[src/design/rsw_pkg.sv]
// Package for the RSI Wilder smoothing core: shared types, widths and constants.
// No dependencies; every other file of the block refers to it by scoped names.
`timescale 1ns / 1ps

package rsw_pkg;

    // Default parameter values.
    localparam int PRICE_BITS_DEF = 32;
    localparam int FRAC_BITS_DEF  = 16;

    // Period register: reset value and smallest period in effect.
    localparam int          PERIOD_W   = 8;
    localparam logic [7:0]  PERIOD_RST = 8'd14;
    localparam logic [7:0]  PERIOD_MIN = 8'd2;

    // The arithmetic is 64-bit and wraps; the averages keep 56 bits.
    localparam int NUM_W = 64;
    localparam int AVG_W = 56;

    // Digit divider for the period: four quotient bits per cycle.
    localparam int DIV_RADIX_BITS = 4;
    localparam int DIV_STEPS      = NUM_W / DIV_RADIX_BITS;

    // Ratio divider: the quotient never exceeds 15 bits.
    localparam int RSI_Q_BITS = 15;
    localparam logic [RSI_Q_BITS-1:0] RSI_FULL = 15'd25600;
    localparam int DEN_W = AVG_W + 1;
    localparam int DSH_W = DEN_W + RSI_Q_BITS - 1;

    // Shared step counter for both dividers.
    localparam int CNT_W = 4;

    // Class of one price sample, decided by the front end.
    typedef enum logic [1:0] {
        KIND_FIRST,
        KIND_ACCUM,
        KIND_FINAL,
        KIND_SMOOTH
    } t_kind;

    localparam int KIND_W = $bits(t_kind);

    // Back-end sequencer states.
    typedef enum logic [2:0] {
        ST_IDLE,
        ST_SUM,
        ST_MUL,
        ST_ADD,
        ST_DIV,
        ST_RMUL,
        ST_RDIV,
        ST_PUSH
    } t_state;

    // Status of a queue as seen by its producer and consumer.
    typedef struct packed {
        logic full;
        logic empty;
    } t_q_status;

endpackage

[src/design/rsi_wilder_smoothing_core.sv]
// Channel     | Direction | Signals                        | Transaction when
// ------------+-----------+--------------------------------+--------------------------
// sample      | in        | push, full, i_price            | push && !full
// result      | out       | empty, pop, o_rsi_value/valid  | pop && !empty
// period      | in        | i_cfg_we, i_cfg_data           | i_cfg_we
//
// The back end takes a first sample through the idle and push states and a warm-up sample
// through idle, sum and push; the closing warm-up sample runs the period divider (four bits
// per cycle) and the ratio divider (one bit per cycle) after the sum, a smoothed sample runs
// multiply and add before both, and the ratio divider is skipped when the loss average is zero.
// Reset is synchronous and active low; no clearing pass is needed after it.
// Two-entry queues part the front end from the back end and the back end from the result port.
// Depends on rsw_pkg, rsw_fifo, rsw_front and rsw_back.
`timescale 1ns / 1ps

module rsi_wilder_smoothing_core #(
    parameter int PRICE_BITS = rsw_pkg::PRICE_BITS_DEF,
    parameter int FRAC_BITS  = rsw_pkg::FRAC_BITS_DEF
) (
    input  logic                             i_clk,
    input  logic                             i_rst_n,
    input  logic                             push,
    output logic                             full,
    input  logic [PRICE_BITS-1:0]            i_price,
    output logic                             empty,
    input  logic                             pop,
    output logic [rsw_pkg::RSI_Q_BITS-1:0]   o_rsi_value,
    output logic                             o_rsi_valid,
    input  logic                             i_cfg_we,
    input  logic [rsw_pkg::PERIOD_W-1:0]     i_cfg_data
);

    localparam int CMD_W = rsw_pkg::KIND_W + 2 * PRICE_BITS;
    localparam int RES_W = rsw_pkg::RSI_Q_BITS + 1;

    logic [rsw_pkg::PERIOD_W-1:0] r_period;
    logic [rsw_pkg::PERIOD_W-1:0] w_period_eff;

    logic                  w_cmd_push;
    rsw_pkg::t_kind        w_front_kind;
    logic [PRICE_BITS-1:0] w_front_gain;
    logic [PRICE_BITS-1:0] w_front_loss;
    logic [CMD_W-1:0]      w_cmd_rd;
    rsw_pkg::t_q_status    w_cmd_status;
    logic                  w_cmd_pop;

    logic                  w_res_push;
    logic [rsw_pkg::RSI_Q_BITS-1:0] w_res_value;
    logic                  w_res_valid;
    rsw_pkg::t_q_status    w_res_status;
    logic [RES_W-1:0]      w_res_rd;

    // Period register; values below the minimum act as the minimum.
    always_ff @(posedge i_clk) begin
        if (!i_rst_n) begin
            r_period <= rsw_pkg::PERIOD_RST;
        end else if (i_cfg_we) begin
            r_period <= i_cfg_data;
        end
    end

    assign w_period_eff = (r_period < rsw_pkg::PERIOD_MIN) ? rsw_pkg::PERIOD_MIN : r_period;

    // Front end.
    rsw_front #(
        .PRICE_BITS (PRICE_BITS)
    ) u_front (
        .i_clk      (i_clk),
        .i_rst_n    (i_rst_n),
        .i_push     (push),
        .i_price    (i_price),
        .i_period   (w_period_eff),
        .i_restart  (i_cfg_we),
        .i_cmd_full (w_cmd_status.full),
        .o_cmd_push (w_cmd_push),
        .o_kind     (w_front_kind),
        .o_gain     (w_front_gain),
        .o_loss     (w_front_loss)
    );

    assign full = w_cmd_status.full;

    // Command queue between the two halves.
    rsw_fifo #(
        .WIDTH (CMD_W),
        .DEPTH (2)
    ) u_cmd_q (
        .i_clk    (i_clk),
        .i_rst_n  (i_rst_n),
        .i_push   (w_cmd_push),
        .i_data   ({w_front_kind, w_front_gain, w_front_loss}),
        .i_pop    (w_cmd_pop),
        .o_data   (w_cmd_rd),
        .o_status (w_cmd_status)
    );

    // Back end.
    rsw_back #(
        .PRICE_BITS (PRICE_BITS),
        .FRAC_BITS  (FRAC_BITS)
    ) u_back (
        .i_clk        (i_clk),
        .i_rst_n      (i_rst_n),
        .i_period     (w_period_eff),
        .i_restart    (i_cfg_we),
        .i_cmd_status (w_cmd_status),
        .i_kind       (rsw_pkg::t_kind'(w_cmd_rd[CMD_W-1 -: rsw_pkg::KIND_W])),
        .i_gain       (w_cmd_rd[2*PRICE_BITS-1:PRICE_BITS]),
        .i_loss       (w_cmd_rd[PRICE_BITS-1:0]),
        .o_cmd_pop    (w_cmd_pop),
        .i_res_status (w_res_status),
        .o_res_push   (w_res_push),
        .o_res_value  (w_res_value),
        .o_res_valid  (w_res_valid)
    );

    // Result queue toward the output port.
    rsw_fifo #(
        .WIDTH (RES_W),
        .DEPTH (2)
    ) u_res_q (
        .i_clk    (i_clk),
        .i_rst_n  (i_rst_n),
        .i_push   (w_res_push),
        .i_data   ({w_res_valid, w_res_value}),
        .i_pop    (pop),
        .o_data   (w_res_rd),
        .o_status (w_res_status)
    );

    assign empty       = w_res_status.empty;
    assign o_rsi_valid = w_res_rd[RES_W-1];
    assign o_rsi_value = w_res_rd[rsw_pkg::RSI_Q_BITS-1:0];

endmodule

[src/design/rsw_fifo.sv]
// Small register queue used between the front end, the back end and the result port.
// Depends on rsw_pkg for the queue status type.
`timescale 1ns / 1ps

module rsw_fifo #(
    parameter int WIDTH = 8,
    parameter int DEPTH = 2
) (
    input  logic             i_clk,
    input  logic             i_rst_n,
    input  logic             i_push,
    input  logic [WIDTH-1:0] i_data,
    input  logic             i_pop,
    output logic [WIDTH-1:0] o_data,
    output rsw_pkg::t_q_status o_status
);

    localparam int PTR_W = (DEPTH > 1) ? $clog2(DEPTH) : 1;
    localparam int CNT_W = $clog2(DEPTH + 1);

    logic [WIDTH-1:0] r_mem [DEPTH];
    logic [PTR_W-1:0] r_wr_ptr;
    logic [PTR_W-1:0] r_rd_ptr;
    logic [CNT_W-1:0] r_count;
    logic             w_do_push;
    logic             w_do_pop;

    // Status flags and transaction qualifiers.
    assign o_status.full  = (r_count == CNT_W'(DEPTH));
    assign o_status.empty = (r_count == '0);
    assign w_do_push      = i_push && !o_status.full;
    assign w_do_pop       = i_pop && !o_status.empty;
    assign o_data         = r_mem[r_rd_ptr];

    // Storage write.
    always_ff @(posedge i_clk) begin
        if (w_do_push) begin
            r_mem[r_wr_ptr] <= i_data;
        end
    end

    // Pointers and fill count.
    always_ff @(posedge i_clk) begin
        if (!i_rst_n) begin
            r_wr_ptr <= '0;
            r_rd_ptr <= '0;
            r_count  <= '0;
        end else begin
            if (w_do_push) begin
                r_wr_ptr <= (r_wr_ptr == PTR_W'(DEPTH - 1)) ? '0 : r_wr_ptr + 1'b1;
            end
            if (w_do_pop) begin
                r_rd_ptr <= (r_rd_ptr == PTR_W'(DEPTH - 1)) ? '0 : r_rd_ptr + 1'b1;
            end
            if (w_do_push && !w_do_pop) begin
                r_count <= r_count + 1'b1;
            end else if (w_do_pop && !w_do_push) begin
                r_count <= r_count - 1'b1;
            end
        end
    end

endmodule

[src/design/rsw_front.sv]
// Front end: takes price samples, splits the change into gain and loss and classifies
// each sample for the back end. Depends on rsw_pkg.
`timescale 1ns / 1ps

module rsw_front #(
    parameter int PRICE_BITS = rsw_pkg::PRICE_BITS_DEF
) (
    input  logic                          i_clk,
    input  logic                          i_rst_n,
    input  logic                          i_push,
    input  logic [PRICE_BITS-1:0]         i_price,
    input  logic [rsw_pkg::PERIOD_W-1:0]  i_period,
    input  logic                          i_restart,
    input  logic                          i_cmd_full,
    output logic                          o_cmd_push,
    output rsw_pkg::t_kind                o_kind,
    output logic [PRICE_BITS-1:0]         o_gain,
    output logic [PRICE_BITS-1:0]         o_loss
);

    logic [PRICE_BITS-1:0]        r_last_price;
    logic                         r_have_last;
    logic [rsw_pkg::PERIOD_W-1:0] r_count;
    logic [rsw_pkg::PERIOD_W-1:0] w_count_inc;
    logic                         w_accept;

    assign w_accept    = i_push && !i_cmd_full;
    assign o_cmd_push  = w_accept;
    assign w_count_inc = r_count + 1'b1;

    // Gain and loss of the change from the previous price.
    always_comb begin
        o_gain = '0;
        o_loss = '0;
        if (i_price > r_last_price) begin
            o_gain = i_price - r_last_price;
        end else begin
            o_loss = r_last_price - i_price;
        end
    end

    // Classification by warm-up progress.
    always_comb begin
        if (!r_have_last) begin
            o_kind = rsw_pkg::KIND_FIRST;
        end else if (r_count < i_period) begin
            o_kind = (w_count_inc == i_period) ? rsw_pkg::KIND_FINAL : rsw_pkg::KIND_ACCUM;
        end else begin
            o_kind = rsw_pkg::KIND_SMOOTH;
        end
    end

    // Previous price and saturating sample count.
    always_ff @(posedge i_clk) begin
        if (!i_rst_n) begin
            r_last_price <= '0;
            r_have_last  <= 1'b0;
            r_count      <= '0;
        end else begin
            if (i_restart) begin
                r_count <= '0;
            end else if (w_accept && r_have_last && (r_count < i_period)) begin
                r_count <= w_count_inc;
            end
            if (w_accept) begin
                r_last_price <= i_price;
                r_have_last  <= 1'b1;
            end
        end
    end

endmodule

[src/design/rsw_back.sv]
// Back end: keeps the gain and loss averages, runs the period divider and the ratio
// divider, and produces one result per sample. Depends on rsw_pkg.
`timescale 1ns / 1ps

module rsw_back #(
    parameter int PRICE_BITS = rsw_pkg::PRICE_BITS_DEF,
    parameter int FRAC_BITS  = rsw_pkg::FRAC_BITS_DEF
) (
    input  logic                            i_clk,
    input  logic                            i_rst_n,
    input  logic [rsw_pkg::PERIOD_W-1:0]    i_period,
    input  logic                            i_restart,
    input  rsw_pkg::t_q_status              i_cmd_status,
    input  rsw_pkg::t_kind                  i_kind,
    input  logic [PRICE_BITS-1:0]           i_gain,
    input  logic [PRICE_BITS-1:0]           i_loss,
    output logic                            o_cmd_pop,
    input  rsw_pkg::t_q_status              i_res_status,
    output logic                            o_res_push,
    output logic [rsw_pkg::RSI_Q_BITS-1:0]  o_res_value,
    output logic                            o_res_valid
);

    localparam int NW = rsw_pkg::NUM_W;
    localparam int AW = rsw_pkg::AVG_W;
    localparam int PW = rsw_pkg::PERIOD_W;
    localparam int QB = rsw_pkg::RSI_Q_BITS;

    // Four steps of restoring division by the period; returns {remainder, shift word}.
    function automatic logic [PW+NW-1:0] div_step(input logic [NW-1:0] n,
                                                  input logic [PW-1:0] r,
                                                  input logic [PW-1:0] p);
        logic [NW-1:0] nn;
        logic [PW:0]   r9;
        logic [PW-1:0] rr;
        nn = n;
        rr = r;
        for (int k = 0; k < rsw_pkg::DIV_RADIX_BITS; k++) begin
            r9 = {rr, nn[NW-1]};
            nn = {nn[NW-2:0], 1'b0};
            if (r9 >= {1'b0, p}) begin
                r9    = r9 - {1'b0, p};
                nn[0] = 1'b1;
            end
            rr = r9[PW-1:0];
        end
        return {rr, nn};
    endfunction

    rsw_pkg::t_state r_state;
    rsw_pkg::t_state n_state;
    rsw_pkg::t_kind  r_kind;

    logic [NW-1:0]          r_gx;
    logic [NW-1:0]          r_lx;
    logic [AW-1:0]          r_gavg;
    logic [AW-1:0]          r_lavg;
    logic [NW-1:0]          r_gn;
    logic [NW-1:0]          r_ln;
    logic [PW-1:0]          r_gr;
    logic [PW-1:0]          r_lr;
    logic [rsw_pkg::CNT_W-1:0] r_cnt;
    logic [NW-1:0]          r_rnum;
    logic [rsw_pkg::DSH_W-1:0] r_rden;
    logic [QB-1:0]          r_q;
    logic                   r_vld;

    logic [AW-1:0]          w_gsum;
    logic [AW-1:0]          w_lsum;
    logic [PW-1:0]          w_pm1;
    logic [NW-1:0]          w_gprod;
    logic [NW-1:0]          w_lprod;
    logic [NW-1:0]          w_rprod;
    logic [rsw_pkg::DEN_W-1:0] w_den;
    logic [PW+NW-1:0]       w_gstep;
    logic [PW+NW-1:0]       w_lstep;
    logic [rsw_pkg::DSH_W-1:0] w_rnum_ext;
    logic                   w_ge;
    logic                   w_div_last;

    // Warm-up sums, products and divider steps.
    assign w_gsum     = r_gavg + r_gx[AW-1:0];
    assign w_lsum     = r_lavg + r_lx[AW-1:0];
    assign w_pm1      = i_period - 1'b1;
    assign w_gprod    = NW'(r_gavg) * NW'(w_pm1);
    assign w_lprod    = NW'(r_lavg) * NW'(w_pm1);
    assign w_rprod    = NW'(r_gavg) * NW'(rsw_pkg::RSI_FULL);
    assign w_den      = {1'b0, r_gavg} + {1'b0, r_lavg};
    assign w_gstep    = div_step(r_gn, r_gr, i_period);
    assign w_lstep    = div_step(r_ln, r_lr, i_period);
    assign w_rnum_ext = rsw_pkg::DSH_W'(r_rnum);
    assign w_ge       = (w_rnum_ext >= r_rden);
    assign w_div_last = (r_cnt == rsw_pkg::CNT_W'(rsw_pkg::DIV_STEPS - 1));

    assign o_res_value = r_q;
    assign o_res_valid = r_vld;

    // Next state.
    always_comb begin
        n_state = r_state;
        case (r_state)
            rsw_pkg::ST_IDLE: begin
                if (!i_cmd_status.empty) begin
                    case (i_kind)
                        rsw_pkg::KIND_FIRST:  n_state = rsw_pkg::ST_PUSH;
                        rsw_pkg::KIND_SMOOTH: n_state = rsw_pkg::ST_MUL;
                        default:              n_state = rsw_pkg::ST_SUM;
                    endcase
                end
            end
            rsw_pkg::ST_SUM: begin
                n_state = (r_kind == rsw_pkg::KIND_FINAL) ? rsw_pkg::ST_DIV : rsw_pkg::ST_PUSH;
            end
            rsw_pkg::ST_MUL:  n_state = rsw_pkg::ST_ADD;
            rsw_pkg::ST_ADD:  n_state = rsw_pkg::ST_DIV;
            rsw_pkg::ST_DIV: begin
                if (w_div_last) begin
                    n_state = rsw_pkg::ST_RMUL;
                end
            end
            rsw_pkg::ST_RMUL: begin
                n_state = (r_lavg == '0) ? rsw_pkg::ST_PUSH : rsw_pkg::ST_RDIV;
            end
            rsw_pkg::ST_RDIV: begin
                if (r_cnt == '0) begin
                    n_state = rsw_pkg::ST_PUSH;
                end
            end
            rsw_pkg::ST_PUSH: begin
                if (!i_res_status.full) begin
                    n_state = rsw_pkg::ST_IDLE;
                end
            end
            default: n_state = rsw_pkg::ST_IDLE;
        endcase
    end

    // Queue handshakes.
    always_comb begin
        o_cmd_pop  = 1'b0;
        o_res_push = 1'b0;
        case (r_state)
            rsw_pkg::ST_IDLE: o_cmd_pop  = !i_cmd_status.empty;
            rsw_pkg::ST_PUSH: o_res_push = !i_res_status.full;
            default: begin
                o_cmd_pop  = 1'b0;
                o_res_push = 1'b0;
            end
        endcase
    end

    // State, averages and step counter.
    always_ff @(posedge i_clk) begin
        if (!i_rst_n) begin
            r_state <= rsw_pkg::ST_IDLE;
            r_gavg  <= '0;
            r_lavg  <= '0;
            r_cnt   <= '0;
        end else begin
            r_state <= n_state;
            if (i_restart) begin
                r_gavg <= '0;
                r_lavg <= '0;
            end else begin
                case (r_state)
                    rsw_pkg::ST_SUM: begin
                        r_gavg <= w_gsum;
                        r_lavg <= w_lsum;
                        r_cnt  <= '0;
                    end
                    rsw_pkg::ST_ADD: r_cnt <= '0;
                    rsw_pkg::ST_DIV: begin
                        r_cnt <= r_cnt + 1'b1;
                        if (w_div_last) begin
                            r_gavg <= w_gstep[AW-1:0];
                            r_lavg <= w_lstep[AW-1:0];
                        end
                    end
                    rsw_pkg::ST_RMUL: r_cnt <= rsw_pkg::CNT_W'(QB - 1);
                    rsw_pkg::ST_RDIV: r_cnt <= r_cnt - 1'b1;
                    default: r_cnt <= r_cnt;
                endcase
            end
        end
    end

    // Datapath registers of the two dividers and the result.
    always_ff @(posedge i_clk) begin
        case (r_state)
            rsw_pkg::ST_IDLE: begin
                r_kind <= i_kind;
                r_gx   <= NW'(i_gain) << FRAC_BITS;
                r_lx   <= NW'(i_loss) << FRAC_BITS;
                r_q    <= '0;
                r_vld  <= 1'b0;
            end
            rsw_pkg::ST_SUM: begin
                r_gn <= NW'(w_gsum);
                r_ln <= NW'(w_lsum);
                r_gr <= '0;
                r_lr <= '0;
            end
            rsw_pkg::ST_MUL: begin
                r_gn <= w_gprod;
                r_ln <= w_lprod;
            end
            rsw_pkg::ST_ADD: begin
                r_gn <= r_gn + r_gx;
                r_ln <= r_ln + r_lx;
                r_gr <= '0;
                r_lr <= '0;
            end
            rsw_pkg::ST_DIV: begin
                {r_gr, r_gn} <= w_gstep;
                {r_lr, r_ln} <= w_lstep;
            end
            rsw_pkg::ST_RMUL: begin
                r_rnum <= w_rprod;
                r_rden <= rsw_pkg::DSH_W'(w_den) << (QB - 1);
                r_vld  <= 1'b1;
                r_q    <= (r_lavg == '0) ? rsw_pkg::RSI_FULL : '0;
            end
            rsw_pkg::ST_RDIV: begin
                r_q    <= {r_q[QB-2:0], w_ge};
                r_rden <= r_rden >> 1;
                if (w_ge) begin
                    r_rnum <= NW'(w_rnum_ext - r_rden);
                end
            end
            default: r_q <= r_q;
        endcase
    end

endmodule

[config.mk]
export PLATFORM = sky130hd
export DESIGN_NAME = rsi_wilder_smoothing_core
export DESIGN_NICKNAME = d
export VERILOG_FILES = /design/src/design/rsw_pkg.sv /design/src/design/rsi_wilder_smoothing_core.sv /design/src/design/rsw_fifo.sv /design/src/design/rsw_front.sv /design/src/design/rsw_back.sv
export SDC_FILE = /design/constraint.sdc
export NUM_CORES = 2
export LEC_CHECK = 0
export BUFFER_PORTS_ARGS = -buffer_cell sky130_fd_sc_hd__buf_2
export CORE_MARGIN = 2
export CORE_UTILIZATION = 45
export DETAILED_ROUTE_END_ITERATION = 10
export GPL_TIMING_DRIVEN = 0
export HOLD_SLACK_MARGIN = 0.02
export SETUP_SLACK_MARGIN = 0.05
export SYNTH_ARGS = -nofsm -noshare
export SYNTH_HDL_FRONTEND = slang
export SYNTH_SLANG_ARGS = --single-unit
[constraint.sdc]
create_clock -name i_clk -period 9.5 [get_ports i_clk]
set_input_delay 0.95 -clock i_clk [delete_from_list [all_inputs] [get_ports i_clk]]
set_output_delay 0.95 -clock i_clk [all_outputs]
set_load 0.03 [all_outputs]
==> impl_metrics.py <==
metrics = {
    "drt": {
        "drt_iter0_drc": 7814,
        "firstDrtPassIters": 11,
        "wl_um": 331000,
        "wl_per_cell_um": 26.8,
        "ant_nets": 0,
        "num_vias": 74500,
        "vias_per_cell": 6.04,
        "drc": 2,
    },
    "global_route": {
        "grt_pass1_wl_um": 483000,
        "grt_use_total_pct": 34.8,
        "grt_start_max_net_pins": 66,
        "antenna_found_initial": 30,
        "grt_pass1_vias": 73400,
        "overflow": 0,
    },
    "worst_hold_path": {
        "min_from": "i_price[19]",
        "hold_path.class": "in -> reg",
    },
    "layout": {
        "seq_area_um2": 19300,
        "drive_gt1_share_pct": 6.09,
        "fill_cells": 17700,
        "area_growth_pct": 9.39,
        "layout.nets": 11300,
        "final_common_cell": "nand2_1",
        "multi_input_area_um2": 58300,
        "final_cell_mix": "nand2_1, inv_1, fa_1",
    },
    "clock_network": {
        "cts.sink_count": 703,
        "clk_pin_slew_worst_paths_ns": 0.07,
        "root_buffer": "clkbuf_16",
        "cts_buffer_depth": 3,
        "clock_latency_ns": 0.79,
        "cts_tree": "yes",
        "cts-buffers-inserted": 86,
        "cts_max_level": 3,
        "postCtsHoldBufs": 0,
    },
    "floorplan": {
        "die_w_um": 434,
        "io_pins": 63,
        "coreArea_um2": 183000,
        "start_util_pct": 45.3,
        "die_area_um2": 188000,
        "die_h_um": 434,
        "num_rows": 157,
    },
    "timing": {
        "fin_hold_ws_ns": 0.450,
        "relSlewSlack_pct": -9.69,
        "min_period_over_period_pct": 97.3,
        "drv_slew": 88,
        "hold_viol_final": 0,
        "setup_violations": 0,
        "setup_tns_ns": 0,
        "period_needed_ns": 9.25,
        "worst_pin_slew_ns": 1.65,
        "fmax_mhz": 108,
        "clock_skew_ns": 0.0681,
    },
    "logic_synthesis": {
        "ys_warn_count": 0,
        "synthAdderAreaFrac_pct": 27.8,
        "avgSynthCellArea_um2": 8.70,
        "syn_inst": 9552,
        "synth_cell_types": 113,
        "synth_ff_type": "edfxtp_1",
        "synth_edf_count": 525,
        "synth_compound_area_share_pct": 18.2,
        "synth_top_cell_area_share_pct": 19.0,
        "synth.area.mux_share_pct": 2.06,
        "synth-simple-area-share_pct": 16.1,
        "synth_top_family_by_area": "adder cells",
        "syn_nets": 11000,
        "syn_area_um2": 83100,
        "synth_area_leaders": "edfxtp_1, fa_1, ha_1",
        "synth_xor_area_share_pct": 5.38,
        "ys_ff_latch": 703,
        "synth_seq_area_share_pct": 23.3,
        "async_flop_share_pct": 0,
        "yosys.area.top_type": "edfxtp_1",
    },
    "setup_path": {
        "path_class": "reg -> reg",
        "end_kind": "flop",
        "slowest_stage": "a2111oi_1",
        "crit_required_ns": 10.01,
        "crit_start": "r_period[3]",
        "worst-path-max-fanout": 11,
        "r2r_start": "r_period[3]",
        "crit_arrival_ns": 9.76,
        "worstSetupStartpointType": "flop",
        "crit_buf_inv": 6,
        "slowest_delay_ns": 0.76,
        "crit_family": "compound AO/OA/AOI/OAI gates",
        "crit_top_cell": "fa_1",
    },
    "status": {
        "run_status": "finished, violations left",
        "failed_checks": "design-rule violations, max-capacitance violations, max-slew violations",
    },
    "placed_design": {
        "io_buffer_count": 61,
        "hpwlAfterDp_um": 262000,
        "gp_congestion": 1.08,
    },
    "power": {
        "p_leak_nw": 39.3,
        "irDropWorstVdd_v": 0.000796,
        "power_density_nw_per_um2": 322,
    },
    "run": {
        "cap_viol_max_count": 8,
    },
}
synth_stat cells, types with 13 or more instances:
master and number:
o221ai_1 26, ha_1 709, o21ai_0 447, o31ai_1 30, and3_1 96, fa_1 713
a22oi_1 26, a221oi_1 45, o21bai_1 81, o22ai_1 33, a31oi_1 100, nor4_1 33
nor3_1 89, mux2_2 107, nor3b_1 14, nand4_1 102, buf_2 14, o21ai_1 45
a211oi_1 64, nand2b_1 180, nor2_1 623, a221o_1 15, buf_1 50, clkbuf_1 414
or2_2 19, mux2i_1 47, inv_1 1086, xnor2_1 324, nand2_1 1113, a2111oi_0 13
nand3_1 140, edfxtp_1 525, o21a_1 83, a31o_2 14, a311oi_1 22, a21oi_1 665
and2_1 266, nor2b_1 101, a211o_1 23, xor2_1 187, o211ai_1 73, a21boi_0 67
a21o_1 305, or3_1 34, dfxtp_1 178
cell type report:
class | instances | area share [%]
diodes | 11 | 0.0303
clock buffers | 106 | 2.56
multi-input cells | 7275 | 64.2
well taps | 2464 | 3.39
flip-flops and latches | 703 | 21.3
plain buffers | 486 | 2.11
inverters | 1087 | 4.53
repair buffers | 149 | 1.29
clock inverters | 55 | 0.658
sequential cells by signal (all words and copies together) (netlist names), 15 cells and up, named ones only:
register,cells
u_back.r_lx,32
u_front.r_last_price,32
u_back.r_gx,32
u_back.r_gavg,56
u_back.r_lavg,56
u_back.o_res_value,15
u_cmd_q.r_mem,132
u_back.r_rden,71
u_back.r_gn,64
u_back.r_ln,64
u_back.r_rnum,64
u_res_q.r_mem,32
where the power goes:
group	total (mW)	switching [mW]	internal [mW]
Combinational	20.1	12.1	8.02
Clock	3.49	1.55	1.93
Sequential	5.69	1.01	4.68
Total	29.3	14.7	14.6
metrics by stage:
step / instance area [um^2] / power, mW / cells / utilization [%] / setup WS, ns
CTS: 90500 / 27.8 / 12300 / 49.4 / 0.0614
detailed placement: 86900 / 22.9 / 12100 / 47.4 / -2.87
global route: 90900 / 30.9 / 12300 / 49.6 / -0.0776
global placement: 86500 / 22.7 / 12100 / 47.2 / -2.80
finish: 90900 / 29.3 / 12300 / 49.6 / 0.252
floorplan: 83100 / 17.5 / 9552 / - / 0.0743
worst register-to-register path, delay by kind of cell (launching register included):
kind | cells | cell delay, ns
compound gates | 9 | 2.98
xor+xnor | 1 | 0.51
fa+ha+maj | 6 | 2.59
buf+inv | 6 | 1.56
flops | 1 | 0.36
simple gates | 8 | 1.00
per-layer routing:
metal  GRT usage, %  routed length, um  up-vias
met5              0                 73        -
met4           19.2              21400       10
met3           7.13              30100      821
met2           54.4             147000     3531
met1           44.9             132000    37000
li1               -                  -    33200
cell families (layout without fill, tap and decap cells):
group | Yosys count | after routing
and+or+nand+nor | 2856 | 2856
AOI/OAI and AO/OA | 2329 | 2329
buffers and inverters | 1574 | 1883
adders and majority gates | 1422 | 1422
DFF | 703 | 703
xor gates and xnor gates | 511 | 511
muxes | 157 | 157
other | 0 | 11
final timing paths:
| path | to | slack (ns) | depth (start not counted) |
|---|---|---|---|
| hold / removal | u_front.r_last_price[19] | 0.45 | 3 |
| hold reg to reg | u_res_q.r_mem[1][14] | 0.45 | 0 |
| setup reg to reg | u_back.r_ln[60] | 0.25 | 30 |
| setup / recovery | u_back.r_ln[60] | 0.25 | 30 |
what timing repair did:
action	4_1_cts	5_1_grt
endpoints found under the setup margin	137	33
hold endpoints to repair	0	0
resized for setup	68	61
cloned	1	0
buffers inserted	52	22
pin swaps	24	33
No activity file was read; power rests on OpenSTA's default activity.
